[src/sv/c8_pkg.sv]
`timescale 1ns / 1ps
`default_nettype none
package c8_pkg;

	localparam int MEM_BYTES     = 4096;
	localparam int MEM_AW        = $clog2(MEM_BYTES);
	localparam int STACK_DEPTH   = 16;
	localparam int SP_W          = $clog2(STACK_DEPTH);
	localparam int SCREEN_WIDTH  = 64;
	localparam int SCREEN_HEIGHT = 32;
	localparam int ROW_W         = $clog2(SCREEN_HEIGHT);
	localparam int COL_W         = $clog2(SCREEN_WIDTH);
	localparam int PROGRAM_BASE  = 512;
	localparam int FONT_BASE     = 80;
	localparam int GLYPH_BYTES   = 80;

	localparam logic [7:0] GLYPHS [GLYPH_BYTES] = '{
		8'hF0, 8'h90, 8'h90, 8'h90, 8'hF0, 8'h20, 8'h60, 8'h20, 8'h20, 8'h70,
		8'hF0, 8'h10, 8'hF0, 8'h80, 8'hF0, 8'hF0, 8'h10, 8'hF0, 8'h10, 8'hF0,
		8'h90, 8'h90, 8'hF0, 8'h10, 8'h10, 8'hF0, 8'h80, 8'hF0, 8'h10, 8'hF0,
		8'hF0, 8'h80, 8'hF0, 8'h90, 8'hF0, 8'hF0, 8'h10, 8'h20, 8'h40, 8'h40,
		8'hF0, 8'h90, 8'hF0, 8'h90, 8'hF0, 8'hF0, 8'h90, 8'hF0, 8'h10, 8'hF0,
		8'hF0, 8'h90, 8'hF0, 8'h90, 8'h90, 8'hE0, 8'h90, 8'hE0, 8'h90, 8'hE0,
		8'hF0, 8'h80, 8'h80, 8'h80, 8'hF0, 8'hE0, 8'h90, 8'h90, 8'h90, 8'hE0,
		8'hF0, 8'h80, 8'hF0, 8'h80, 8'hF0, 8'hF0, 8'h80, 8'hF0, 8'h80, 8'h80
	};

	// item modes
	localparam logic [1:0] MODE_PROG = 2'd0;
	localparam logic [1:0] MODE_EXEC = 2'd1;
	localparam logic [1:0] MODE_ROW  = 2'd2;

	// opcode groups (top nibble)
	localparam logic [3:0] OPC_SYS  = 4'h0;
	localparam logic [3:0] OPC_JP   = 4'h1;
	localparam logic [3:0] OPC_CALL = 4'h2;
	localparam logic [3:0] OPC_SE   = 4'h3;
	localparam logic [3:0] OPC_SNE  = 4'h4;
	localparam logic [3:0] OPC_SER  = 4'h5;
	localparam logic [3:0] OPC_LD   = 4'h6;
	localparam logic [3:0] OPC_ADD  = 4'h7;
	localparam logic [3:0] OPC_ALU  = 4'h8;
	localparam logic [3:0] OPC_SNER = 4'h9;
	localparam logic [3:0] OPC_LDI  = 4'hA;
	localparam logic [3:0] OPC_JPV  = 4'hB;
	localparam logic [3:0] OPC_RND  = 4'hC;
	localparam logic [3:0] OPC_DRW  = 4'hD;
	localparam logic [3:0] OPC_KEY  = 4'hE;
	localparam logic [3:0] OPC_MISC = 4'hF;

	// alu sub-codes
	localparam logic [3:0] ALU_MOV  = 4'h0;
	localparam logic [3:0] ALU_OR   = 4'h1;
	localparam logic [3:0] ALU_AND  = 4'h2;
	localparam logic [3:0] ALU_XOR  = 4'h3;
	localparam logic [3:0] ALU_ADD  = 4'h4;
	localparam logic [3:0] ALU_SUB  = 4'h5;
	localparam logic [3:0] ALU_SHR  = 4'h6;
	localparam logic [3:0] ALU_SUBN = 4'h7;
	localparam logic [3:0] ALU_SHL  = 4'hE;

	// low-order sub-codes
	localparam logic [11:0] SYS_CLS  = 12'h0E0;
	localparam logic [11:0] SYS_RET  = 12'h0EE;
	localparam logic [7:0]  KK_SKP   = 8'h9E;
	localparam logic [7:0]  KK_SKNP  = 8'hA1;
	localparam logic [7:0]  KK_GDLY  = 8'h07;
	localparam logic [7:0]  KK_WKEY  = 8'h0A;
	localparam logic [7:0]  KK_SDLY  = 8'h15;
	localparam logic [7:0]  KK_SSND  = 8'h18;
	localparam logic [7:0]  KK_ADDI  = 8'h1E;
	localparam logic [7:0]  KK_FONT  = 8'h29;
	localparam logic [7:0]  KK_BCD   = 8'h33;
	localparam logic [7:0]  KK_STORE = 8'h55;
	localparam logic [7:0]  KK_LOAD  = 8'h65;

	// datapath micro-ops
	typedef logic [4:0] uop_t;
	localparam uop_t U_NOP    = 5'd0;
	localparam uop_t U_CLR    = 5'd1;
	localparam uop_t U_PROG   = 5'd2;
	localparam uop_t U_ROW    = 5'd3;
	localparam uop_t U_FHI    = 5'd4;
	localparam uop_t U_FLO    = 5'd5;
	localparam uop_t U_DEC    = 5'd6;
	localparam uop_t U_RDX    = 5'd7;
	localparam uop_t U_RDY    = 5'd8;
	localparam uop_t U_FLAG   = 5'd9;
	localparam uop_t U_DRW_RD = 5'd10;
	localparam uop_t U_DRW_WR = 5'd11;
	localparam uop_t U_DFLAG  = 5'd12;
	localparam uop_t U_BCD    = 5'd13;
	localparam uop_t U_STORE  = 5'd14;
	localparam uop_t U_LDRD   = 5'd15;
	localparam uop_t U_LDWR   = 5'd16;
	localparam uop_t U_EXEC   = 5'd17;
	localparam uop_t U_PUB    = 5'd18;

	typedef struct packed {
		uop_t              uop;
		logic [MEM_AW-1:0] cnt;
	} dp_cmd_t;

	typedef struct packed {
		logic [15:0] op;
	} dp_sts_t;

	function automatic logic [7:0] font_init(input logic [MEM_AW-1:0] a);
		logic [MEM_AW-1:0] off;
		off = a - MEM_AW'(FONT_BASE);
		if (a >= MEM_AW'(FONT_BASE) && off < MEM_AW'(GLYPH_BYTES))
			return GLYPHS[off[6:0]];
		return 8'd0;
	endfunction

	function automatic logic [7:0] bcd_digit(input logic [7:0] v, input logic [1:0] sel);
		logic [1:0]  h;
		logic [7:0]  hv;
		logic [6:0]  r;
		logic [14:0] t;
		logic [3:0]  tens;
		logic [3:0]  ones;
		h = (v >= 8'd200) ? 2'd2 : ((v >= 8'd100) ? 2'd1 : 2'd0);
		hv = (v >= 8'd200) ? 8'd200 : ((v >= 8'd100) ? 8'd100 : 8'd0);
		r = 7'(v - hv);
		t = 15'(r) * 15'd205;
		tens = 4'(t >> 11);
		ones = 4'(r - 7'(tens) * 7'd10);
		if (sel == 2'd0)
			return {6'd0, h};
		else if (sel == 2'd1)
			return {4'd0, tens};
		return {4'd0, ones};
	endfunction

endpackage
`default_nettype wire

[src/sv/c8_ctrl.sv]
`timescale 1ns / 1ps
`default_nettype none
module c8_ctrl import c8_pkg::*; (
	input  logic    clk,
	input  logic    arst_n,
	input  logic    in_valid,
	output logic    in_ready,
	input  logic [1:0] mode,
	output logic    out_valid,
	input  logic    out_ready,
	input  dp_sts_t sts,
	output dp_cmd_t cmd
);

	localparam logic [4:0] S_CLEAR  = 5'd0;
	localparam logic [4:0] S_IDLE   = 5'd1;
	localparam logic [4:0] S_PROG   = 5'd2;
	localparam logic [4:0] S_ROW    = 5'd3;
	localparam logic [4:0] S_FHI    = 5'd4;
	localparam logic [4:0] S_FLO    = 5'd5;
	localparam logic [4:0] S_DEC    = 5'd6;
	localparam logic [4:0] S_RDX    = 5'd7;
	localparam logic [4:0] S_RDY    = 5'd8;
	localparam logic [4:0] S_FLAG   = 5'd9;
	localparam logic [4:0] S_DRW_RD = 5'd10;
	localparam logic [4:0] S_DRW_WR = 5'd11;
	localparam logic [4:0] S_DFLAG  = 5'd12;
	localparam logic [4:0] S_BCD    = 5'd13;
	localparam logic [4:0] S_STORE  = 5'd14;
	localparam logic [4:0] S_LDRD   = 5'd15;
	localparam logic [4:0] S_LDWR   = 5'd16;
	localparam logic [4:0] S_EXEC   = 5'd17;
	localparam logic [4:0] S_DONE   = 5'd18;

	logic [4:0]        st_q, st_d;
	logic [MEM_AW-1:0] cnt_q, cnt_d;
	logic              out_valid_q;
	logic [3:0]        opg, x, n;
	logic [7:0]        kk;
	logic              pub;

	assign opg = sts.op[15:12];
	assign x   = sts.op[11:8];
	assign n   = sts.op[3:0];
	assign kk  = sts.op[7:0];
	assign out_valid = out_valid_q;
	assign pub = (cmd.uop == U_PUB);

	always_comb begin
		st_d     = st_q;
		cnt_d    = cnt_q;
		in_ready = 1'b0;
		cmd.uop  = U_NOP;
		cmd.cnt  = cnt_q;
		unique case (st_q)
			S_CLEAR: begin
				cmd.uop = U_CLR;
				cnt_d   = cnt_q + 1'b1;
				if (cnt_q == MEM_AW'(MEM_BYTES - 1)) begin
					cnt_d = '0;
					st_d  = S_IDLE;
				end
			end
			S_IDLE: begin
				in_ready = 1'b1;
				if (in_valid) begin
					unique case (mode)
						MODE_PROG: st_d = S_PROG;
						MODE_EXEC: st_d = S_FHI;
						MODE_ROW:  st_d = S_ROW;
						default:   st_d = S_DONE;
					endcase
				end
			end
			S_PROG: begin
				cmd.uop = U_PROG;
				st_d    = S_DONE;
			end
			S_ROW: begin
				cmd.uop = U_ROW;
				st_d    = S_DONE;
			end
			S_FHI: begin
				cmd.uop = U_FHI;
				st_d    = S_FLO;
			end
			S_FLO: begin
				cmd.uop = U_FLO;
				st_d    = S_DEC;
			end
			S_DEC: begin
				cmd.uop = U_DEC;
				st_d    = S_RDX;
			end
			S_RDX: begin
				cmd.uop = U_RDX;
				st_d    = S_RDY;
			end
			S_RDY: begin
				cmd.uop = U_RDY;
				cnt_d   = '0;
				priority if (opg == OPC_ALU && (n == ALU_ADD || n == ALU_SUB
						|| n == ALU_SHR || n == ALU_SUBN || n == ALU_SHL))
					st_d = S_FLAG;
				else if (opg == OPC_DRW)
					st_d = (n == 4'd0) ? S_DFLAG : S_DRW_RD;
				else if (opg == OPC_MISC && kk == KK_BCD)
					st_d = S_BCD;
				else if (opg == OPC_MISC && kk == KK_STORE)
					st_d = S_STORE;
				else if (opg == OPC_MISC && kk == KK_LOAD)
					st_d = S_LDRD;
				else
					st_d = S_EXEC;
			end
			S_FLAG: begin
				cmd.uop = U_FLAG;
				st_d    = S_EXEC;
			end
			S_DRW_RD: begin
				cmd.uop = U_DRW_RD;
				st_d    = S_DRW_WR;
			end
			S_DRW_WR: begin
				cmd.uop = U_DRW_WR;
				if (cnt_q[3:0] == n - 4'd1) begin
					st_d = S_DFLAG;
				end else begin
					cnt_d = cnt_q + 1'b1;
					st_d  = S_DRW_RD;
				end
			end
			S_DFLAG: begin
				cmd.uop = U_DFLAG;
				st_d    = S_EXEC;
			end
			S_BCD: begin
				cmd.uop = U_BCD;
				if (cnt_q[1:0] == 2'd2)
					st_d = S_EXEC;
				else
					cnt_d = cnt_q + 1'b1;
			end
			S_STORE: begin
				cmd.uop = U_STORE;
				if (cnt_q[3:0] == x)
					st_d = S_EXEC;
				else
					cnt_d = cnt_q + 1'b1;
			end
			S_LDRD: begin
				cmd.uop = U_LDRD;
				st_d    = S_LDWR;
			end
			S_LDWR: begin
				cmd.uop = U_LDWR;
				if (cnt_q[3:0] == x) begin
					st_d = S_EXEC;
				end else begin
					cnt_d = cnt_q + 1'b1;
					st_d  = S_LDRD;
				end
			end
			S_EXEC: begin
				cmd.uop = U_EXEC;
				st_d    = S_DONE;
			end
			S_DONE: begin
				if (!out_valid_q || out_ready) begin
					cmd.uop = U_PUB;
					st_d    = S_IDLE;
				end
			end
			default: st_d = S_IDLE;
		endcase
	end

	always_ff @(posedge clk or negedge arst_n) begin
		if (!arst_n) begin
			st_q        <= S_CLEAR;
			cnt_q       <= '0;
			out_valid_q <= 1'b0;
		end else begin
			st_q  <= st_d;
			cnt_q <= cnt_d;
			if (pub)
				out_valid_q <= 1'b1;
			else if (out_ready)
				out_valid_q <= 1'b0;
		end
	end

endmodule
`default_nettype wire

[config.mk]
export PLATFORM = sky130hd
export DESIGN_NAME = c8_ctrl
export DESIGN_NICKNAME = d
export VERILOG_FILES = /design/src/sv/c8_pkg.sv /design/src/sv/c8_ctrl.sv
export SDC_FILE = /design/constraint.sdc
export NUM_CORES = 1
export LEC_CHECK = 0
export ABC_CLOCK_PERIOD_IN_PS = 5400
export BUFFER_PORTS_ARGS = -buffer_cell sky130_fd_sc_hd__buf_2
export CORE_MARGIN = 2
export CORE_UTILIZATION = 33
export DETAILED_ROUTE_END_ITERATION = 7
export GPL_TIMING_DRIVEN = 0
export SETUP_SLACK_MARGIN = 0.02
export SKIP_LAST_GASP = 1
export SYNTH_ARGS = -nofsm -noshare
export SYNTH_HDL_FRONTEND = slang
export SYNTH_SLANG_ARGS = --single-unit
[constraint.sdc]
create_clock -name clk -period 5.4 [get_ports clk]
set_input_delay 1.08 -clock clk [delete_from_list [all_inputs] [get_ports clk]]
set_output_delay 1.08 -clock clk [all_outputs]
set_load 0.05 [all_outputs]
Yosys cells after proc, flatten, opt, wreduce, memory -nomap -nowiden. Cells that the tools add are included.

Register bits: 18. Input bits: 22. Output and inout bits: 19. Logic and storage cells: 94.

Add/subtract/negate cells: 2. Equal/unequal tests: 44. Multiplexer cells: 25. Reductions and logical operators: 20.

Operators by type and width (number): 5-bit one-hot mux with 18 select lines (1); 5-bit one-hot mux with 16 select lines (1); 5-bit 2-to-1 mux (12); 12-bit one-hot mux with 5 select lines (1); 12-bit 2-to-1 mux (4); 5-bit by 4-bit == test with 1-bit output, second input constant (8); 5-bit by 3-bit == test with 1-bit output, second input constant (4); 5-bit == test, second input constant (4); 4-bit by 3-bit == test with 1-bit output, second input constant (4); 4-bit == test, second input constant (4); 8-bit by 7-bit == test with 1-bit output, second input constant (2); 2-bit inequality test, second input constant (8); 5-bit one-hot mux with 3 select lines (1); 12-bit by 1-bit adder with 12-bit output, second input constant (1); 12-bit == test, second input constant (1); 5-bit by 2-bit == test with 1-bit output, second input constant (2); 4-bit == test (2); 8-bit by 6-bit == test with 1-bit output, second input constant (1); 3-bit 2-to-1 mux (2); 5-bit by 1-bit == test with 1-bit output, second input constant (1); 5-bit logical NOT (1); 1-bit logical OR (5); 5-bit AND reduction (1); 5-bit nonzero test (1); 12 further kinds (19).

Logic depth before layout (Yosys ltp).
Depth after elaboration: 8. Depth in mapped cells: 9. Depth with buffers taken out: 8.

Least setup slack after synthesis. OpenSTA, ideal clock, no wires.

Path type: input-to-output. From: input port out_ready. To: output port cmd[13] in the netlist's numbering. Data arrival time: 2371 ps. Slack: 1949 ps. Stages on the path: 2. Cells stage by stage: and2b_1 o21ai_0.

RTL lines: from (decl) (RTL line c8_ctrl.sv:10) `input logic out_ready,`; to (decl) (RTL line c8_ctrl.sv:12) `output dp_cmd_t cmd`.

==> impl_metrics.json <==
{
  "grt_start_max_net_pins": 19,
  "wl_per_cell_um": 13.57,
  "drt-vias-per-instance": 5.331,
  "routed_wl_mm": 4.669,
  "p_per_area_nw_per_um2": 526.7,
  "worst_pin_slew_ns": 0.5318,
  "period_needed_ns": 3.000,
  "gp_congestion": 0.8182,
  "start_util_pct": 33.93,
  "critPathBufInv": 2,
  "slowest_delay_ns": 0.26,
  "worstHoldPathType": "reg2reg",
  "synth-edff-count": 0,
  "cts_resized": 0,
  "critPathMaxFanout": 4,
  "synth-async-reset-ratio_pct": 100.0,
  "synth.cell_area_um2": 1846,
  "die-height_um": 78.78,
  "dp_hpwl_mm": 3.646,
  "clock_latency_ns": 0.25,
  "maxCapViolations": 0,
  "synth_fa_ha_area_share_pct": 4.746,
  "min_from": "cnt_q[4]",
  "max_freq_mhz": 333.3,
  "synth_xor_area_share_pct": 6.508,
  "synth.area.mux_share_pct": 0,
  "path_common_cell": "buf_2",
  "status": "complete, no violations",
  "clk_pin_slew_ns": 0.07,
  "grt_pass1_vias": 1676,
  "power.combinational.fraction_pct": 71.0,
  "cts_setup_buffers": 0,
  "clock_power_share_pct": 9.6,
  "dpl.cell_count": 340,
  "cp_top_family": "simple AND/OR/NAND/NOR gates",
  "cts_hold_buf": 0,
  "pin_count": 41,
  "die_area_um2": 6206,
  "cts_buffers": 3,
  "seq_area_frac_synth_pct": 24.41,
  "seqPwrFrac_pct": 19.5,
  "synth_top_family_by_area": "simple AND/OR/NAND/NOR gates",
  "path_cells": "buf_2 -> and2b_1 -> o21ai_0 -> and3_1 -> buf_2",
  "setup_viol": 0,
  "rows": 27,
  "net-switching-power_mw": 0.6191,
  "hold_violations": 0,
  "syn-instance-count": 228,
  "clock_path_buffers": 2,
  "drv_slew": 0,
  "regToRegStartpoint": "cnt_q[1]",
  "drive_gt1_share_pct": 25.00,
  "crit_path_start": "out_ready",
  "cp_data_arrival_time_ns": 1.92,
  "ant_nets": 0,
  "tns_ns": 0,
  "period_share_pct": 55.56,
  "synthesis.nets": 257,
  "internal_power_mw": 0.5348,
  "num-nets-final": 302,
  "p_sw_share_pct": 53.66,
  "path_class": "in2out",
  "htreeDepth": 1,
  "drc": 0,
  "stdcell_count": 344,
  "cp_slowest_cell": "buf_2",
  "worst_ep_required_time_ns": 4.32,
  "grt_pass1_wl_mm": 7.948,
  "grt_usage_pct": 15.90,
  "grt-ovfl-total": 0,
  "antenna_found_initial": 0,
  "drtIter0Drc": 53,
  "slew_headroom_pct": 63.63,
  "routed-via-count": 1834,
  "p_leak_nw": 1.009,
  "syn_to_final_growth_pct": 18.71,
  "ys_seq_elements": 18,
  "ys.flop_type": "dfrtp_1",
  "startpoint_type": "primary input",
  "fp.dieW_um": 78.78,
  "core_area_um2": 5439,
  "peakVddDrop_mv": 0.3132,
  "port_buffers": 40,
  "cts_tree": "done",
  "yosys_warnings": 0,
  "root_buffer": "clkbuf_8",
  "dr.pass1.iters": 4,
  "yosys.cell_types.count": 56,
  "end_kind": "output port",
  "syn_avg_cell_area_um2": 8.094,
  "clkSinkCount": 18,
  "skew_ns": 0.001571,
  "utilization_pct": 40.28,
  "synth-compound-area-share_pct": 22.71,
  "grt_setup_unrepaired": "false",
  "synth_simple_gate_area_share_pct": 33.22,
  "n_antenna_cell": 0
}
area by class of cell:
| type | count | area, um2 |
|---|---|---|
| Inverter | 8 | 30.03 |
| Clock buffer | 4 | 55.05 |
| Tap cell | 72 | 90.09 |
| Timing Repair Buffer | 40 | 200.2 |
| Fill cell | 555 | 3248 |
| Sequential cell | 18 | 450.4 |
| Multi-Input combinational cell | 189 | 1240 |
| Buffer | 13 | 125.1 |
registers in the layout, summed over array words and instances, names as in the netlist:
| signal | flops |
|---|---|
| cnt_q | 12 |
| out_valid | 1 |
| st_q | 5 |
power groups by stage:
stage | clock network (mW) | registers [mW] | logic, mW
4_1_cts | 0.117 | 0.225 | 0.818
3_3_place_gp | 0 | 0.226 | 0.813
3_5_place_dp | 0 | 0.228 | 0.815
2_1_floorplan | 0 | 0.322 | 0.542
5_1_grt | 0.122 | 0.232 | 0.895
6_report | 0.110 | 0.225 | 0.819
metrics by stage:
| step | hold WS [ns] | area, um2 | setup WS, ns | total power [mW] |
|---|---|---|---|---|
| 3_5_place_dp | 0.5437 | 2136 | 2.409 | 1.043 |
| 6_report | 0.5537 | 2191 | 2.400 | 1.154 |
| 3_3_place_gp | 0.5510 | 2136 | 2.402 | 1.039 |
| 2_1_floorplan | 0.7445 | 1846 | 1.949 | 0.8638 |
| 4_1_cts | 0.5633 | 2191 | 2.407 | 1.160 |
| 5_1_grt | 0.5956 | 2191 | 2.277 | 1.249 |
synthesized netlist by cell type (5+ instances only):
cell / number / share of area (%)
nor3_1: 10 / 2.7
dfrtp_1: 18 / 24
o21ai_0: 20 / 5.4
nor2_1: 16 / 3.3
and3_1: 7 / 2.4
xnor2_1: 6 / 2.8
a21oi_1: 12 / 3.3
nand3_1: 8 / 2.2
inv_1: 8 / 1.6
nand2b_1: 5 / 1.7
nor2b_1: 8 / 2.7
ha_1: 7 / 4.7
nand2_1: 21 / 4.3
path summary, 6_finish.rpt:
| path | depth (start not counted) | slack (ns) | endpoint |
|---|---|---|---|
| worst max-delay path | 5 | 2.40 | cmd[16] |
| worst min-delay path | 1 | 0.55 | cnt_q[4] |
| worst max register to register | 8 | 3.00 | cnt_q[11] |
| worst min register to register | 1 | 0.55 | cnt_q[4] |
| max in group asynchronous | 1 | 4.34 | st_q[2] |
| min in group asynchronous | 1 | 0.76 | cnt_q[4] |
cells by family after synthesis:
family / count (synthesis)
simple gates: 106
compound gates: 64
buf+inv: 21
flops: 18
xor+xnor: 12
fa+ha+maj: 7
placed cells by master, fill, tap and decap left out, types with 5 or more instances in the layout:
cell      count
nor2b_1       8
nor2_1       16
and3_1        7
nand3_1       8
a21oi_1      12
inv_1         8
nor3_1       10
xnor2_1       6
buf_2        42
dfrtp_1      18
nand2_1      21
ha_1          7
o21ai_0      20
clkbuf_8      8
nand2b_1      5
per-layer routing:
metal | global-route usage, % | share of wire, % | wire length [um] | vias up
li1 | - | - | - | 927
met1 | 22.42 | 49 | 2276 | 857
met2 | 26.15 | 46 | 2154 | 48
met3 | 1.477 | 4.7 | 220 | 2
met4 | 4.035 | 0.39 | 18 | 0
met5 | 0 | 0 | 0 | -
worst register-to-register path, cell delays in order, from the launching register on:
cell      delay, ns
dfrtp_1        0.55
ha_1           0.27
and4_1         0.26
nand3_1        0.20
o21ai_0        0.20
and4_1         0.23
buf_2          0.21
nand2b_1       0.23
o211ai_1       0.12
(Power assumes the default switching activity.)
